<file path="src/weighted_history_track_gate_defines.svh">
// Assertion macros used by the weighted history track gate top level.
`ifndef WEIGHTED_HISTORY_TRACK_GATE_DEFINES_SVH
`define WEIGHTED_HISTORY_TRACK_GATE_DEFINES_SVH

`ifndef SYNTHESIS
// Check a property on every clock edge outside reset.
`define WHTG_ASSERT(lbl, prop, msg) \
  lbl: assert property (@(posedge clk_i) disable iff (!rst_ni) (prop)) else $error(msg);
// Check that a condition holds in the cycle after a trigger.
`define WHTG_ASSERT_NEXT(lbl, ante, cons, msg) \
  lbl: assert property (@(posedge clk_i) disable iff (!rst_ni) (ante) |=> (cons)) \
    else $error(msg);
`else
`define WHTG_ASSERT(lbl, prop, msg)
`define WHTG_ASSERT_NEXT(lbl, ante, cons, msg)
`endif

`endif

</file>
<file path="src/whtg_pkg.sv">
// Shared constants and types for the weighted history track gate.
package whtg_pkg;

  // Default sizing
  localparam int HISTORY_MAX_DEF = 8;
  localparam int COORD_BITS_DEF  = 12;

  // Configuration register widths and port sizing
  localparam int TOL_W      = 12;
  localparam int DEPTH_W    = 4;
  localparam int CFG_DATA_W = 12;
  localparam int CFG_IDX_W  = 2;

  // Configuration register indexes
  localparam logic [CFG_IDX_W-1:0] REG_CENTER_TOL = 2'd0;
  localparam logic [CFG_IDX_W-1:0] REG_SIZE_TOL   = 2'd1;
  localparam logic [CFG_IDX_W-1:0] REG_HIST_DEPTH = 2'd2;

  // Configuration reset values
  localparam logic [TOL_W-1:0]   CENTER_TOL_RST = 12'd100;
  localparam logic [TOL_W-1:0]   SIZE_TOL_RST   = 12'd200;
  localparam logic [DEPTH_W-1:0] HIST_DEPTH_RST = 4'd5;

  // Lane codes for the four box fields
  localparam logic [1:0] FLD_X = 2'd0;
  localparam logic [1:0] FLD_Y = 2'd1;
  localparam logic [1:0] FLD_W = 2'd2;
  localparam logic [1:0] FLD_H = 2'd3;

  // Commands from the sequencer to the history store
  typedef struct packed {
    logic push;        // write a new newest box
    logic walk_start;  // point the read pointer at the newest box
    logic walk_step;   // read one box and move towards older ones
  } hist_ctrl_t;

endpackage

</file>
<file path="src/whtg_hist.sv">
// Ring store of the newest boxes with fill count and walking read pointer.
module whtg_hist #(
  parameter int HISTORY_MAX = whtg_pkg::HISTORY_MAX_DEF,
  parameter int COORD_BITS  = whtg_pkg::COORD_BITS_DEF
) (
  input  logic                                clk_i,
  input  logic                                rst_ni,
  input  whtg_pkg::hist_ctrl_t                ctrl_i,
  input  logic [whtg_pkg::DEPTH_W-1:0]        depth_i,
  input  logic [4*COORD_BITS-1:0]             box_i,
  output logic [$clog2(HISTORY_MAX+1)-1:0]    count_o,
  output logic [4*COORD_BITS-1:0]             rd_data_o
);
  import whtg_pkg::*;

  localparam int CNT_W  = $clog2(HISTORY_MAX + 1);
  localparam int SLOT_W = (HISTORY_MAX > 1) ? $clog2(HISTORY_MAX) : 1;
  localparam int BOX_W  = 4 * COORD_BITS;

  logic [BOX_W-1:0]  mem [HISTORY_MAX];
  logic [BOX_W-1:0]  rd_data_q;
  logic [CNT_W-1:0]  count_q, count_d;
  logic [SLOT_W-1:0] newest_q, newest_inc;
  logic [SLOT_W-1:0] rd_ptr_q, rd_ptr_dec;
  logic [CNT_W-1:0]  eff_depth;
  logic [CNT_W:0]    cnt_inc;

  // Clamp the configured depth into one to the store size
  always_comb begin
    if (depth_i == '0) begin
      eff_depth = CNT_W'(1);
    end else if ({1'b0, depth_i} > (DEPTH_W+1)'(HISTORY_MAX)) begin
      eff_depth = CNT_W'(HISTORY_MAX);
    end else begin
      eff_depth = CNT_W'(depth_i);
    end
  end

  // Advance the ring pointers with wrap at the store size
  assign newest_inc = (newest_q == SLOT_W'(HISTORY_MAX - 1)) ? '0 : newest_q + SLOT_W'(1);
  assign rd_ptr_dec = (rd_ptr_q == '0) ? SLOT_W'(HISTORY_MAX - 1) : rd_ptr_q - SLOT_W'(1);

  // Grow the count on a push, trimmed to the depth
  always_comb begin
    cnt_inc = (CNT_W+1)'(count_q) + (CNT_W+1)'(1);
    if (cnt_inc > {1'b0, eff_depth}) begin
      count_d = eff_depth;
    end else begin
      count_d = cnt_inc[CNT_W-1:0];
    end
  end

  // Hold the pointers and count
  always_ff @(posedge clk_i or negedge rst_ni) begin
    if (!rst_ni) begin
      count_q  <= '0;
      newest_q <= '0;
      rd_ptr_q <= '0;
    end else begin
      if (ctrl_i.push) begin
        count_q  <= count_d;
        newest_q <= newest_inc;
      end
      if (ctrl_i.walk_start) begin
        rd_ptr_q <= newest_q;
      end else if (ctrl_i.walk_step) begin
        rd_ptr_q <= rd_ptr_dec;
      end
    end
  end

  // Write the new box and read one box a cycle while the walk steps
  always_ff @(posedge clk_i) begin
    if (ctrl_i.push) begin
      mem[newest_inc] <= box_i;
    end
    if (ctrl_i.walk_step) begin
      rd_data_q <= mem[rd_ptr_q];
    end
  end

  assign count_o   = count_q;
  assign rd_data_o = rd_data_q;

endmodule

</file>
<file path="src/whtg_div.sv">
// Restoring divider, one quotient bit a cycle while busy, shared by the four averages.
module whtg_div #(
  parameter int COORD_BITS = whtg_pkg::COORD_BITS_DEF,
  parameter int WT_W       = 6
) (
  input  logic                       clk_i,
  input  logic                       rst_ni,
  input  logic                       start_i,
  input  logic [COORD_BITS+WT_W-1:0] dividend_i,
  input  logic [WT_W-1:0]            divisor_i,
  output logic                       done_o,
  output logic [COORD_BITS-1:0]      quot_o
);
  import whtg_pkg::*;

  localparam int SUM_W = COORD_BITS + WT_W;
  localparam int CNT_W = $clog2(COORD_BITS + 1);

  logic [WT_W-1:0]       rem_q, rem_d;
  logic [COORD_BITS-1:0] low_q, low_d;
  logic [WT_W-1:0]       dvs_q;
  logic [CNT_W-1:0]      cnt_q;
  logic                  busy_q;
  logic                  done_q;
  logic [WT_W:0]         trial;
  logic [WT_W:0]         diff;
  logic                  ge;

  // One restoring step: the quotient stays below 2^COORD_BITS, so the
  // upper part of the dividend already lies below the divisor
  always_comb begin
    trial = {rem_q, low_q[COORD_BITS-1]};
    diff  = trial - {1'b0, dvs_q};
    ge    = (trial >= {1'b0, dvs_q});
    rem_d = ge ? diff[WT_W-1:0] : trial[WT_W-1:0];
    low_d = {low_q[COORD_BITS-2:0], ge};
  end

  // Sequence the steps
  always_ff @(posedge clk_i or negedge rst_ni) begin
    if (!rst_ni) begin
      busy_q <= 1'b0;
      done_q <= 1'b0;
      cnt_q  <= '0;
    end else begin
      done_q <= 1'b0;
      if (start_i) begin
        busy_q <= 1'b1;
        cnt_q  <= CNT_W'(COORD_BITS);
      end else if (busy_q) begin
        cnt_q <= cnt_q - CNT_W'(1);
        if (cnt_q == CNT_W'(1)) begin
          busy_q <= 1'b0;
          done_q <= 1'b1;
        end
      end
    end
  end

  // Load the operands and shift the partial remainder
  always_ff @(posedge clk_i) begin
    if (start_i) begin
      rem_q <= dividend_i[SUM_W-1:COORD_BITS];
      low_q <= dividend_i[COORD_BITS-1:0];
      dvs_q <= divisor_i;
    end else if (busy_q) begin
      rem_q <= rem_d;
      low_q <= low_d;
    end
  end

  assign done_o = done_q;
  assign quot_o = low_q;

endmodule

</file>
<file path="src/weighted_history_track_gate.sv">
// Top level: sequencer, weighted sum lanes, tolerance check and result register.
//
//  Channel | Direction | Handshake                | Payload
//  --------+-----------+--------------------------+--------------------------------------
//  in      | input     | in_valid_i / in_stall_o  | kind_i, box_x_i, box_y_i,
//          |           |                          | box_width_i, box_height_i
//  out     | output    | out_valid_o / out_stall_i| matches_res_o, history_empty_o,
//          |           |                          | entries_held_o
//  cfg     | input     | cfg_we_i                 | cfg_index_i, cfg_data_i
//
// An add, or a query on an empty history, goes from acceptance straight to the finish state,
// whose output register then takes the valid result. A query over n boxes makes n reads of
// the history store, then runs the shared divider on each of the four sums in turn, then the
// tolerance check. One item is in work at a time; a stalled result holds the next item
// back only once the sequencer has finished it. Reset clears the count and pointers;
// the box store holds no reset value and needs no clearing pass.
`include "weighted_history_track_gate_defines.svh"

module weighted_history_track_gate #(
  parameter int HISTORY_MAX = whtg_pkg::HISTORY_MAX_DEF,
  parameter int COORD_BITS  = whtg_pkg::COORD_BITS_DEF
) (
  input  logic                              clk_i,
  input  logic                              rst_ni,
  input  logic                              cfg_we_i,
  input  logic [whtg_pkg::CFG_IDX_W-1:0]    cfg_index_i,
  input  logic [whtg_pkg::CFG_DATA_W-1:0]   cfg_data_i,
  input  logic                              in_valid_i,
  output logic                              in_stall_o,
  input  logic                              kind_i,
  input  logic [COORD_BITS-1:0]             box_x_i,
  input  logic [COORD_BITS-1:0]             box_y_i,
  input  logic [COORD_BITS-1:0]             box_width_i,
  input  logic [COORD_BITS-1:0]             box_height_i,
  output logic                              out_valid_o,
  input  logic                              out_stall_i,
  output logic                              matches_res_o,
  output logic                              history_empty_o,
  output logic [$clog2(HISTORY_MAX+1)-1:0]  entries_held_o
);
  import whtg_pkg::*;

  localparam int CNT_W  = $clog2(HISTORY_MAX + 1);
  localparam int BOX_W  = 4 * COORD_BITS;
  localparam int WT_MAX = HISTORY_MAX * (HISTORY_MAX + 1) / 2;
  localparam int WT_W   = $clog2(WT_MAX + 1);
  localparam int SUM_W  = COORD_BITS + WT_W;
  localparam int CMP_W  = (COORD_BITS + 1 > TOL_W) ? COORD_BITS + 1 : TOL_W;

  // Sequencer states
  localparam logic [2:0] ST_IDLE     = 3'd0;
  localparam logic [2:0] ST_WALK     = 3'd1;
  localparam logic [2:0] ST_DIV_GO   = 3'd2;
  localparam logic [2:0] ST_DIV_WAIT = 3'd3;
  localparam logic [2:0] ST_CMP      = 3'd4;
  localparam logic [2:0] ST_FIN      = 3'd5;

  logic [2:0]            state_q, state_d;
  logic [TOL_W-1:0]      ctol_q, stol_q;
  logic [DEPTH_W-1:0]    depth_q;
  logic [COORD_BITS-1:0] bx_q, by_q, bw_q, bh_q;
  logic [CNT_W-1:0]      iss_q, iss_d;
  logic                  rd_vld_q, rd_vld_d;
  logic [1:0]            fld_q, fld_d;
  logic [SUM_W-1:0]      psum_q [4];
  logic [SUM_W-1:0]      wsum_q [4];
  logic [SUM_W-1:0]      psum_new [4];
  logic [COORD_BITS-1:0] lane_in [4];
  logic [WT_W-1:0]       pw_q, ww_q, pw_new;
  logic [COORD_BITS-1:0] avg_q [4];
  logic                  res_match_q, res_empty_q;
  logic                  out_valid_q;
  logic                  out_match_q, out_empty_q;
  logic [CNT_W-1:0]      out_held_q;
  logic                  acc;
  logic                  load_out;
  hist_ctrl_t            hctrl;
  logic [CNT_W-1:0]      hist_count;
  logic [BOX_W-1:0]      hist_rd;
  logic                  div_start;
  logic                  div_done;
  logic [COORD_BITS-1:0] div_quot;
  logic [CMP_W-1:0]      acx, acy, bcx, bcy, dcx, dcy, dw, dh;
  logic                  match_now;

  assign acc        = in_valid_i && (state_q == ST_IDLE);
  assign in_stall_o = (state_q != ST_IDLE);
  assign load_out   = (state_q == ST_FIN) && (!out_valid_q || !out_stall_i);

  // History store
  whtg_hist #(
    .HISTORY_MAX (HISTORY_MAX),
    .COORD_BITS  (COORD_BITS)
  ) u_hist (
    .clk_i     (clk_i),
    .rst_ni    (rst_ni),
    .ctrl_i    (hctrl),
    .depth_i   (depth_q),
    .box_i     ({box_x_i, box_y_i, box_width_i, box_height_i}),
    .count_o   (hist_count),
    .rd_data_o (hist_rd)
  );

  // Shared divider
  whtg_div #(
    .COORD_BITS (COORD_BITS),
    .WT_W       (WT_W)
  ) u_div (
    .clk_i      (clk_i),
    .rst_ni     (rst_ni),
    .start_i    (div_start),
    .dividend_i (wsum_q[fld_q]),
    .divisor_i  (ww_q),
    .done_o     (div_done),
    .quot_o     (div_quot)
  );

  // Step the sequencer
  always_comb begin
    state_d   = state_q;
    iss_d     = iss_q;
    rd_vld_d  = 1'b0;
    fld_d     = fld_q;
    hctrl     = '0;
    div_start = 1'b0;
    case (state_q)
      ST_IDLE: begin
        if (acc) begin
          fld_d = FLD_X;
          iss_d = hist_count;
          if (!kind_i) begin
            hctrl.push = 1'b1;
            state_d    = ST_FIN;
          end else if (hist_count == '0) begin
            state_d = ST_FIN;
          end else begin
            hctrl.walk_start = 1'b1;
            state_d          = ST_WALK;
          end
        end
      end
      ST_WALK: begin
        if (iss_q != '0) begin
          hctrl.walk_step = 1'b1;
          iss_d           = iss_q - CNT_W'(1);
          rd_vld_d        = 1'b1;
        end else if (!rd_vld_q) begin
          state_d = ST_DIV_GO;
        end
      end
      ST_DIV_GO: begin
        div_start = 1'b1;
        state_d   = ST_DIV_WAIT;
      end
      ST_DIV_WAIT: begin
        if (div_done) begin
          if (fld_q == FLD_H) begin
            state_d = ST_CMP;
          end else begin
            fld_d   = fld_q + 2'd1;
            state_d = ST_DIV_GO;
          end
        end
      end
      ST_CMP: begin
        state_d = ST_FIN;
      end
      ST_FIN: begin
        if (load_out) begin
          state_d = ST_IDLE;
        end
      end
      default: begin
        state_d = ST_IDLE;
      end
    endcase
  end

  // Form the next partial and weighted sums of each lane
  always_comb begin
    lane_in[FLD_X] = hist_rd[3*COORD_BITS +: COORD_BITS];
    lane_in[FLD_Y] = hist_rd[2*COORD_BITS +: COORD_BITS];
    lane_in[FLD_W] = hist_rd[COORD_BITS +: COORD_BITS];
    lane_in[FLD_H] = hist_rd[0 +: COORD_BITS];
    for (int l = 0; l < 4; l++) begin
      psum_new[l] = psum_q[l] + SUM_W'(lane_in[l]);
    end
    pw_new = pw_q + WT_W'(1);
  end

  // Check the queried box against the averaged box
  always_comb begin
    acx = CMP_W'(avg_q[FLD_X]) + CMP_W'(avg_q[FLD_W] >> 1);
    acy = CMP_W'(avg_q[FLD_Y]) + CMP_W'(avg_q[FLD_H] >> 1);
    bcx = CMP_W'(bx_q) + CMP_W'(bw_q >> 1);
    bcy = CMP_W'(by_q) + CMP_W'(bh_q >> 1);
    dcx = (acx >= bcx) ? acx - bcx : bcx - acx;
    dcy = (acy >= bcy) ? acy - bcy : bcy - acy;
    dw  = (CMP_W'(avg_q[FLD_W]) >= CMP_W'(bw_q)) ?
          CMP_W'(avg_q[FLD_W]) - CMP_W'(bw_q) : CMP_W'(bw_q) - CMP_W'(avg_q[FLD_W]);
    dh  = (CMP_W'(avg_q[FLD_H]) >= CMP_W'(bh_q)) ?
          CMP_W'(avg_q[FLD_H]) - CMP_W'(bh_q) : CMP_W'(bh_q) - CMP_W'(avg_q[FLD_H]);
    match_now = (dcx < CMP_W'(ctol_q)) && (dcy < CMP_W'(ctol_q)) &&
                (dw < CMP_W'(stol_q)) && (dh < CMP_W'(stol_q));
  end

  // Hold control state and configuration
  always_ff @(posedge clk_i or negedge rst_ni) begin
    if (!rst_ni) begin
      state_q     <= ST_IDLE;
      iss_q       <= '0;
      rd_vld_q    <= 1'b0;
      fld_q       <= FLD_X;
      out_valid_q <= 1'b0;
      ctol_q      <= CENTER_TOL_RST;
      stol_q      <= SIZE_TOL_RST;
      depth_q     <= HIST_DEPTH_RST;
    end else begin
      state_q  <= state_d;
      iss_q    <= iss_d;
      rd_vld_q <= rd_vld_d;
      fld_q    <= fld_d;
      if (load_out) begin
        out_valid_q <= 1'b1;
      end else if (!out_stall_i) begin
        out_valid_q <= 1'b0;
      end
      if (cfg_we_i) begin
        case (cfg_index_i)
          REG_CENTER_TOL: ctol_q  <= cfg_data_i[TOL_W-1:0];
          REG_SIZE_TOL:   stol_q  <= cfg_data_i[TOL_W-1:0];
          REG_HIST_DEPTH: depth_q <= cfg_data_i[DEPTH_W-1:0];
          default: ;
        endcase
      end
    end
  end

  // Capture the box, accumulate the lanes, collect quotients and results
  always_ff @(posedge clk_i) begin
    if (acc) begin
      bx_q        <= box_x_i;
      by_q        <= box_y_i;
      bw_q        <= box_width_i;
      bh_q        <= box_height_i;
      res_match_q <= 1'b0;
      res_empty_q <= (hist_count == '0);
      pw_q        <= '0;
      ww_q        <= '0;
      for (int l = 0; l < 4; l++) begin
        psum_q[l] <= '0;
        wsum_q[l] <= '0;
      end
    end
    if ((state_q == ST_WALK) && rd_vld_q) begin
      pw_q <= pw_new;
      ww_q <= ww_q + pw_new;
      for (int l = 0; l < 4; l++) begin
        psum_q[l] <= psum_new[l];
        wsum_q[l] <= wsum_q[l] + psum_new[l];
      end
    end
    if ((state_q == ST_DIV_WAIT) && div_done) begin
      avg_q[fld_q] <= div_quot;
    end
    if (state_q == ST_CMP) begin
      res_match_q <= match_now;
    end
    if (load_out) begin
      out_match_q <= res_match_q;
      out_empty_q <= res_empty_q;
      out_held_q  <= hist_count;
    end
  end

  assign out_valid_o     = out_valid_q;
  assign matches_res_o   = out_match_q;
  assign history_empty_o = out_empty_q;
  assign entries_held_o  = out_held_q;

  // Checks on the sequencer and the results
  `WHTG_ASSERT(a_count_bound, hist_count <= CNT_W'(HISTORY_MAX), "history count beyond store")
  `WHTG_ASSERT(a_match_nonempty, (out_valid_q && matches_res_o) |-> !history_empty_o, "match on empty history")
  `WHTG_ASSERT(a_held_nonzero, out_valid_q |-> ((entries_held_o != '0) || history_empty_o), "zero count after non-empty item")
  `WHTG_ASSERT(a_div_in_wait, div_done |-> (state_q == ST_DIV_WAIT), "divider finished outside wait state")
  `WHTG_ASSERT_NEXT(a_add_to_fin, acc && !kind_i, state_q == ST_FIN, "add did not finish at once")

endmodule
</file>
<file path="config.mk">
export PLATFORM = sky130hd
export DESIGN_NAME = weighted_history_track_gate
export DESIGN_NICKNAME = d
export VERILOG_FILES = /design/src/whtg_pkg.sv /design/src/whtg_hist.sv /design/src/whtg_div.sv /design/src/weighted_history_track_gate.sv
export VERILOG_INCLUDE_DIRS = /design/src /design/src/src
export SDC_FILE = /design/constraint.sdc
export NUM_CORES = 1
export LEC_CHECK = 0
export ABC_AREA = 1
export ABC_CLOCK_PERIOD_IN_PS = 10600
export CORE_MARGIN = 2
export CORE_UTILIZATION = 40
export DETAILED_ROUTE_END_ITERATION = 10
export DONT_BUFFER_PORTS = 1
export MAX_ROUTING_LAYER = met4
export PLACE_DENSITY = 0.65
export RECOVER_POWER = 100
export SYNTH_ARGS = -nofsm -noshare
export SYNTH_HDL_FRONTEND = slang
export SYNTH_SLANG_ARGS = --single-unit
</file>
<file path="constraint.sdc">
create_clock -name clk_i -period 10.6 [get_ports clk_i]
set_clock_uncertainty 0.2 [all_clocks]
set_input_delay 0.53 -clock clk_i [delete_from_list [all_inputs] [get_ports clk_i]]
set_output_delay 0.53 -clock clk_i [all_outputs]
set_load 0.1 [all_outputs]
</file>
==> flow_summary.json, run 1 <==
{
  "status": "finished, violations left",
  "violations": "capacitance limit, slew limit",
  "synth_xor_xnor_area_share_pct": 3.08,
  "fp.dieW_um": 334,
  "fin_crit_sh_pct": 74.8,
  "yosys.cell_types.count": 55,
  "yosys_warnings": 0,
  "tns_ns": 0,
  "crit_type": "reg -> reg",
  "synth-seq-area-share_pct": 52.6,
  "grt_usage_pct": 21.3,
  "drive_above_1_share_pct": 4.62,
  "port_buffers": 0,
  "arrival_ns": 8.01,
  "synth_fa_ha_area_share_pct": 10.5,
  "rrSetupSlack_ns": 2.68,
  "fin_ws_ns": 2.68,
  "endpoint_kind": "flop",
  "worstMarginPinSlew_ns": 3.98,
  "fp.dieH_um": 334,
  "fin_util_pct": 44.8,
  "io_pins": 76,
  "synth-compound-area-share_pct": 12.8,
  "critical_path_peak_fanout": 65,
  "grt_max_degree": 91,
  "setup_viol": 0,
  "ant_nets": 0,
  "grt_pass1_wl_um": 179000,
  "power_mw": 15.6,
  "required_ns": 10.69,
  "ys_dominant_reg_cell": "edfxtp_1",
  "place_worst_setup_slack_ns": 5.08,
  "power.density_nw_per_um2": 324,
  "synthMuxAreaShare_pct": 0.0460,
  "core_um2": 108000,
  "insertion_delay_ns": 0.67,
  "antenna_found_initial": 13,
  "area_delta_synth_final_pct": 10.8,
  "drv_slew": 897,
  "drt_iter0_drc": 2755,
  "hpwl_um": 82000,
  "wire_per_inst_um": 19.1,
  "cts_buffer_depth": 3,
  "start_util_pct": 40.5,
  "leakage_nw": 19.7,
  "postCtsSetupRepairBufs": 0,
  "final_common_cell": "edfxtp_1",
  "most-common-layout-cells": "edfxtp_1 (716), nor2_1 (680), nand2_1 (648), inv_1 (533), o21ai_0 (433)",
  "synth-seq-cells": 771,
  "drc": 0,
  "slew_headroom_pct": -165,
  "yosys.area_share.simple_pct": 14.9,
  "cts_tree": "done",
  "grt_pass1_vias": 31100,
  "nets": 5031,
  "dieArea_um2": 111000,
  "period_needed_ns": 7.92,
  "cts_buffers": 82,
  "routed_wl_um": 116000,
  "grt-ovfl-total": 0,
  "max_clock_freq_ghz": 0.126,
  "synth_top_family_by_area": "simple AND/OR/NAND/NOR gates",
  "firstDrtPassIters": 6,
  "drt-vias-per-instance": 5.31,
  "rsz0062_at_grt": "false",
  "gp_congestion": 0.944,
  "max-cap-violations": 18,
  "hp-class": "in -> reg",
  "clk_pin_slew_ns": 0.06,
  "cp-start-kind": "flop",
  "hold_viol": 0,
  "peakVddDrop_uv": 200,
  "row_count": 120,
  "htree_levels": 3,
  "clkSinkCount": 771,
  "root_buffer": "clkbuf_16",
  "vias": 32300,
  "synth_nets": 4975,
  "syn_area_um2": 43500,
  "syn_inst": 4554,
  "synth_edf_count": 716,
  "async_reset_ff_share_pct": 7.13,
  "cts_resized": 0,
  "worst_hold_slack_ns": 0.104,
  "syn_area_per_cell_um2": 9.55
}
cell families (layout without fill, tap and decap cells):
kind of cell    count (synthesis)  after routing
flops                         771            771
mux                             2              2
other cells                     0              8
fa+ha+maj                     353            353
simple gates                 1590           1590
xor+xnor                      153            153
compound gates               1012           1012
buf+inv                       673            792
registers in the layout, summed over array words and instances (netlist names), 6 cells and up:
name	cells
avg_q	48
bh_q	12
bw_q	12
bx_q	12
by_q	12
ctol_q	12
psum_q	72
pw_q	6
stol_q	12
u_div.dvs_q	6
u_div.quot_o	12
u_div.rem_q	6
u_hist.mem	384
u_hist.rd_data_o	48
wsum_q	72
ww_q	6
metrics by stage:
stage,std cells,area (um^2)
2_1_floorplan,4554,43500
3_3_place_gp,5865,45000
3_5_place_dp,5865,45000
4_1_cts,6076,48300
5_1_grt,6079,48200
6_report,6084,48200
per-layer routing:
metal / wire (um) / global-route usage (%)
met5: 0 / -
met4: 2920 / 5.65
met2: 53700 / 34.0
met3: 7510 / 2.67
met1: 51900 / 28.6
final timing paths:
path | cells after the start | from | endpoint
worst max-delay path | 8 | state_q[2] | wsum_q[2][3]
worst min-delay path | 2 | cfg_we_i | depth_q[2]
worst max register to register | 8 | state_q[2] | wsum_q[2][3]
worst min register to register | 0 | res_empty_q | history_empty_o
max in group asynchronous | 2 | rst_ni | u_hist.rd_ptr_q[0]
min in group asynchronous | 2 | rst_ni | fld_q[1]
cell usage after synthesis, drive strengths merged (18+ instances only):
library cell,number,area share (%)
nand2,664,5.8
inv,548,4.7
nand4,18,0.26
o21bai,26,0.45
edfxtp,716,49
xnor2,35,0.70
clkbuf,73,0.63
ha,331,9.5
o21ai,465,5.5
o22ai,58,0.83
nor3,45,0.55
a31oi,73,1.0
buf,49,0.63
a21oi,314,3.6
nor2,694,6.1
nand3,137,1.7
xor2,118,2.4
dfrtp,47,2.7
fa,22,1.0
final cells by class:
type	count	area, um^2
fill	10200	59300
multi-input combinational	3110	18000
clock inverter	50	527
sequential	771	22900
tap	1403	1760
inverter	551	2080
antenna	8	20.0
timing repair buffer	94	788
clock buffer	97	2120
worst max-delay path, stage by stage (launching register included):
cell and delay (ns):
dfrtp_1 0.43, inv_1 0.14, nand3_1 0.45, nor2_4 0.20, clkbuf_1 2.16, clkinv_2 1.38, nand2_4 1.02, buf_4 0.62
buf_4 0.81
where the power goes:
group | leakage, nW | switching (mW) | internal (mW) | total (mW)
Combinational | 11.2 | 5.44 | 2.68 | 8.11
Sequential | 7.26 | 0.513 | 4.16 | 4.68
Clock | 1.27 | 1.25 | 1.60 | 2.85
timing repair:
action | in CTS | in global routing
hold buffers | 64 | 0
endpoints found under the hold margin | 519 | 0
endpoints found under the setup margin | 0 | 0
Power figures use the tool's default switching activity.
==> inputs of run 2 (changes only) <==
ABC_CLOCK_PERIOD_IN_PS = 8240   (was 10600)
clock period = 8.24 ns   (was 10.6 ns; I/O delays follow)
==> run 2 against run 1 <==
  * The flow finishes with violations (hold timing, capacitance limit, slew limit)
  * Non-clock buffer count increased by 1
  * Utilization rose by 0.067 points
  * Sequential share of layout area decreased by 0.071 points
  * Worst hold slack got worse by 0.12 ns
  * Cell count rose by 0.13%
  * Maximum frequency increased by 19%
  * Clock power up 30%
  * Via count rose by 0.37%
  * Sequential cell count did not move
  * Combinational power up 29%
  * Sequential power increased by 28%
  * Largest cell class unchanged
  * Largest power group unchanged
==> flow_summary.json, run 2 (synthesized netlist as in run 1, its figures left out) <==
{
  "drv_slew": 814,
  "multi_input_area_um2": 18000,
  "most-common-layout-cells": "edfxtp_1 (716), nor2_1 (680), nand2_1 (648), inv_1 (533), o21ai_0 (434)",
  "r2r_start": "u_hist.rd_ptr_q[1]",
  "peakVddDrop_uv": 216,
  "postCtsSetupRepairBufs": 0,
  "drt-vias-per-instance": 5.32,
  "fp.dieW_um": 334,
  "largest_reg_flops": 384,
  "crit_buf_inv": 2,
  "vias": 32400,
  "route.met2.wl_um": 52800,
  "crit_type": "reg -> reg",
  "setup_viol": 0,
  "grt_pass1_vias": 31300,
  "clkSinkCount": 771,
  "regMostFlops": "u_hist.mem",
  "crit_chain": "clkinvlp_2 > buf_4 > nor2_1 > o21ai_0 > a31oi_1",
  "hpwl_um": 82800,
  "reg_top3": "u_hist.mem x384, psum_q x72, wsum_q x72",
  "worstMarginPinSlew_ns": 3.96,
  "grt_max_degree": 91,
  "ant_nets": 0,
  "max-cap-violations": 19,
  "port_buffers": 0,
  "hold_viol": 1,
  "area_delta_synth_final_pct": 11.0,
  "crit_family": "buffers and inverters",
  "ff2ff_path_depth": 5,
  "cts_tree": "done",
  "grt_usage_pct": 21.3,
  "status": "finished, violations left",
  "violations": "hold timing, capacitance limit, slew limit",
  "grt-ovfl-total": 0,
  "dieArea_um2": 111000,
  "worstHoldPathCells": 2,
  "row_count": 120,
  "power.density_nw_per_um2": 418,
  "critical_path_peak_fanout": 59,
  "routed_wl_um": 116000,
  "slowest_delay_ns": 2.63,
  "worst_hold_slack_ns": -0.0126,
  "clk_pin_slew_ns": 0.06,
  "cts_buffer_depth": 3,
  "arrival_ns": 6.85,
  "hold_buffers": 65,
  "min-delay-start": "cfg_we_i",
  "insertion_delay_ns": 0.66,
  "cp.depth": 5,
  "core_um2": 108000,
  "cts_buffers": 82,
  "highest_layer": "met4",
  "endpoint_kind": "flop",
  "antenna_found_initial": 11,
  "drc": 0,
  "drive_above_1_share_pct": 4.74,
  "dr_wl_met3_um": 6840,
  "required_ns": 8.45,
  "ff_latch_area_um2": 22900,
  "cp-start-kind": "flop",
  "rsz0062_at_grt": "false",
  "final_common_cell": "edfxtp_1",
  "cts_resized": 0,
  "grt_pass1_wl_um": 180000,
  "io_pins": 76,
  "tns_ns": 0,
  "slowest_stage": "clkinvlp_2",
  "power_mw": 20.2,
  "start_util_pct": 40.5,
  "fp.dieH_um": 334,
  "drt_iter0_drc": 2620,
  "wire_per_inst_um": 19.1,
  "met1Wirelength_um": 52400,
  "slew_headroom_pct": -164,
  "period_needed_ns": 6.64,
  "root_buffer": "clkbuf_16",
  "crit_start": "u_hist.rd_ptr_q[1]",
  "fill_cells": 10100,
  "firstDrtPassIters": 5,
  "htree_levels": 3,
  "nets": 5032,
  "hp-class": "in -> reg",
  "fin_crit_sh_pct": 80.5,
  "gp_congestion": 0.945,
  "max_clock_freq_ghz": 0.151,
  "leakage_nw": 19.8
}
run 2: path summary, 6_finish.rpt:
kind / to / slack, ns
max: u_hist.rd_data_o[23] / 1.60
max in group asynchronous: u_hist.rd_ptr_q[0] / 3.93
min reg2reg: history_empty_o / 0.22
min: depth_q[2] / -0.01
min in group asynchronous: state_q[1] / 1.41
max reg2reg: u_hist.rd_data_o[23] / 1.60
run 2: layout make-up:
cell class                      instances  area share, %
Timing Repair Buffer                   95           1.67
Inverter                              551           4.30
Tap cell                             1403           3.64
Antenna cell                           10         0.0518
Sequential cell                       771           47.4
Multi-Input combinational cell       3110           37.4
Clock buffer                          102           4.49
Clock inverter                         50           1.08
run 2: per-layer routing:
| metal | vias up | GRT usage, % |
|---|---|---|
| met2 | 963 | 33.3 |
| met1 | 15500 | 28.6 |
| met4 | 0 | 7.68 |
| met3 | 199 | 2.68 |
| met5 | - | - |
| li1 | 15800 | - |
run 2: power by group:
group,internal [mW],switching (mW),leakage (nW)
Sequential,5.35,0.662,7.26
Clock,2.08,1.61,1.30
Combinational,3.43,7.02,11.2
Total,10.9,9.29,19.8
run 2: metrics by stage:
stage | instances | utilization (%) | hold WS, ns | setup WS (ns) | cell area [um^2]
final | 6092 | 44.9 | -0.0126 | 1.60 | 48300
after global routing | 6090 | 44.9 | 0.0545 | 1.20 | 48300
after CTS | 6082 | 45.0 | 0.000825 | 2.51 | 48400
after detailed placement | 5865 | 41.9 | -0.0800 | 2.58 | 45000
after global placement | 5865 | 41.9 | -0.0804 | 2.71 | 45000
after floorplan | 4554 | - | -0.0836 | 0.844 | 43500
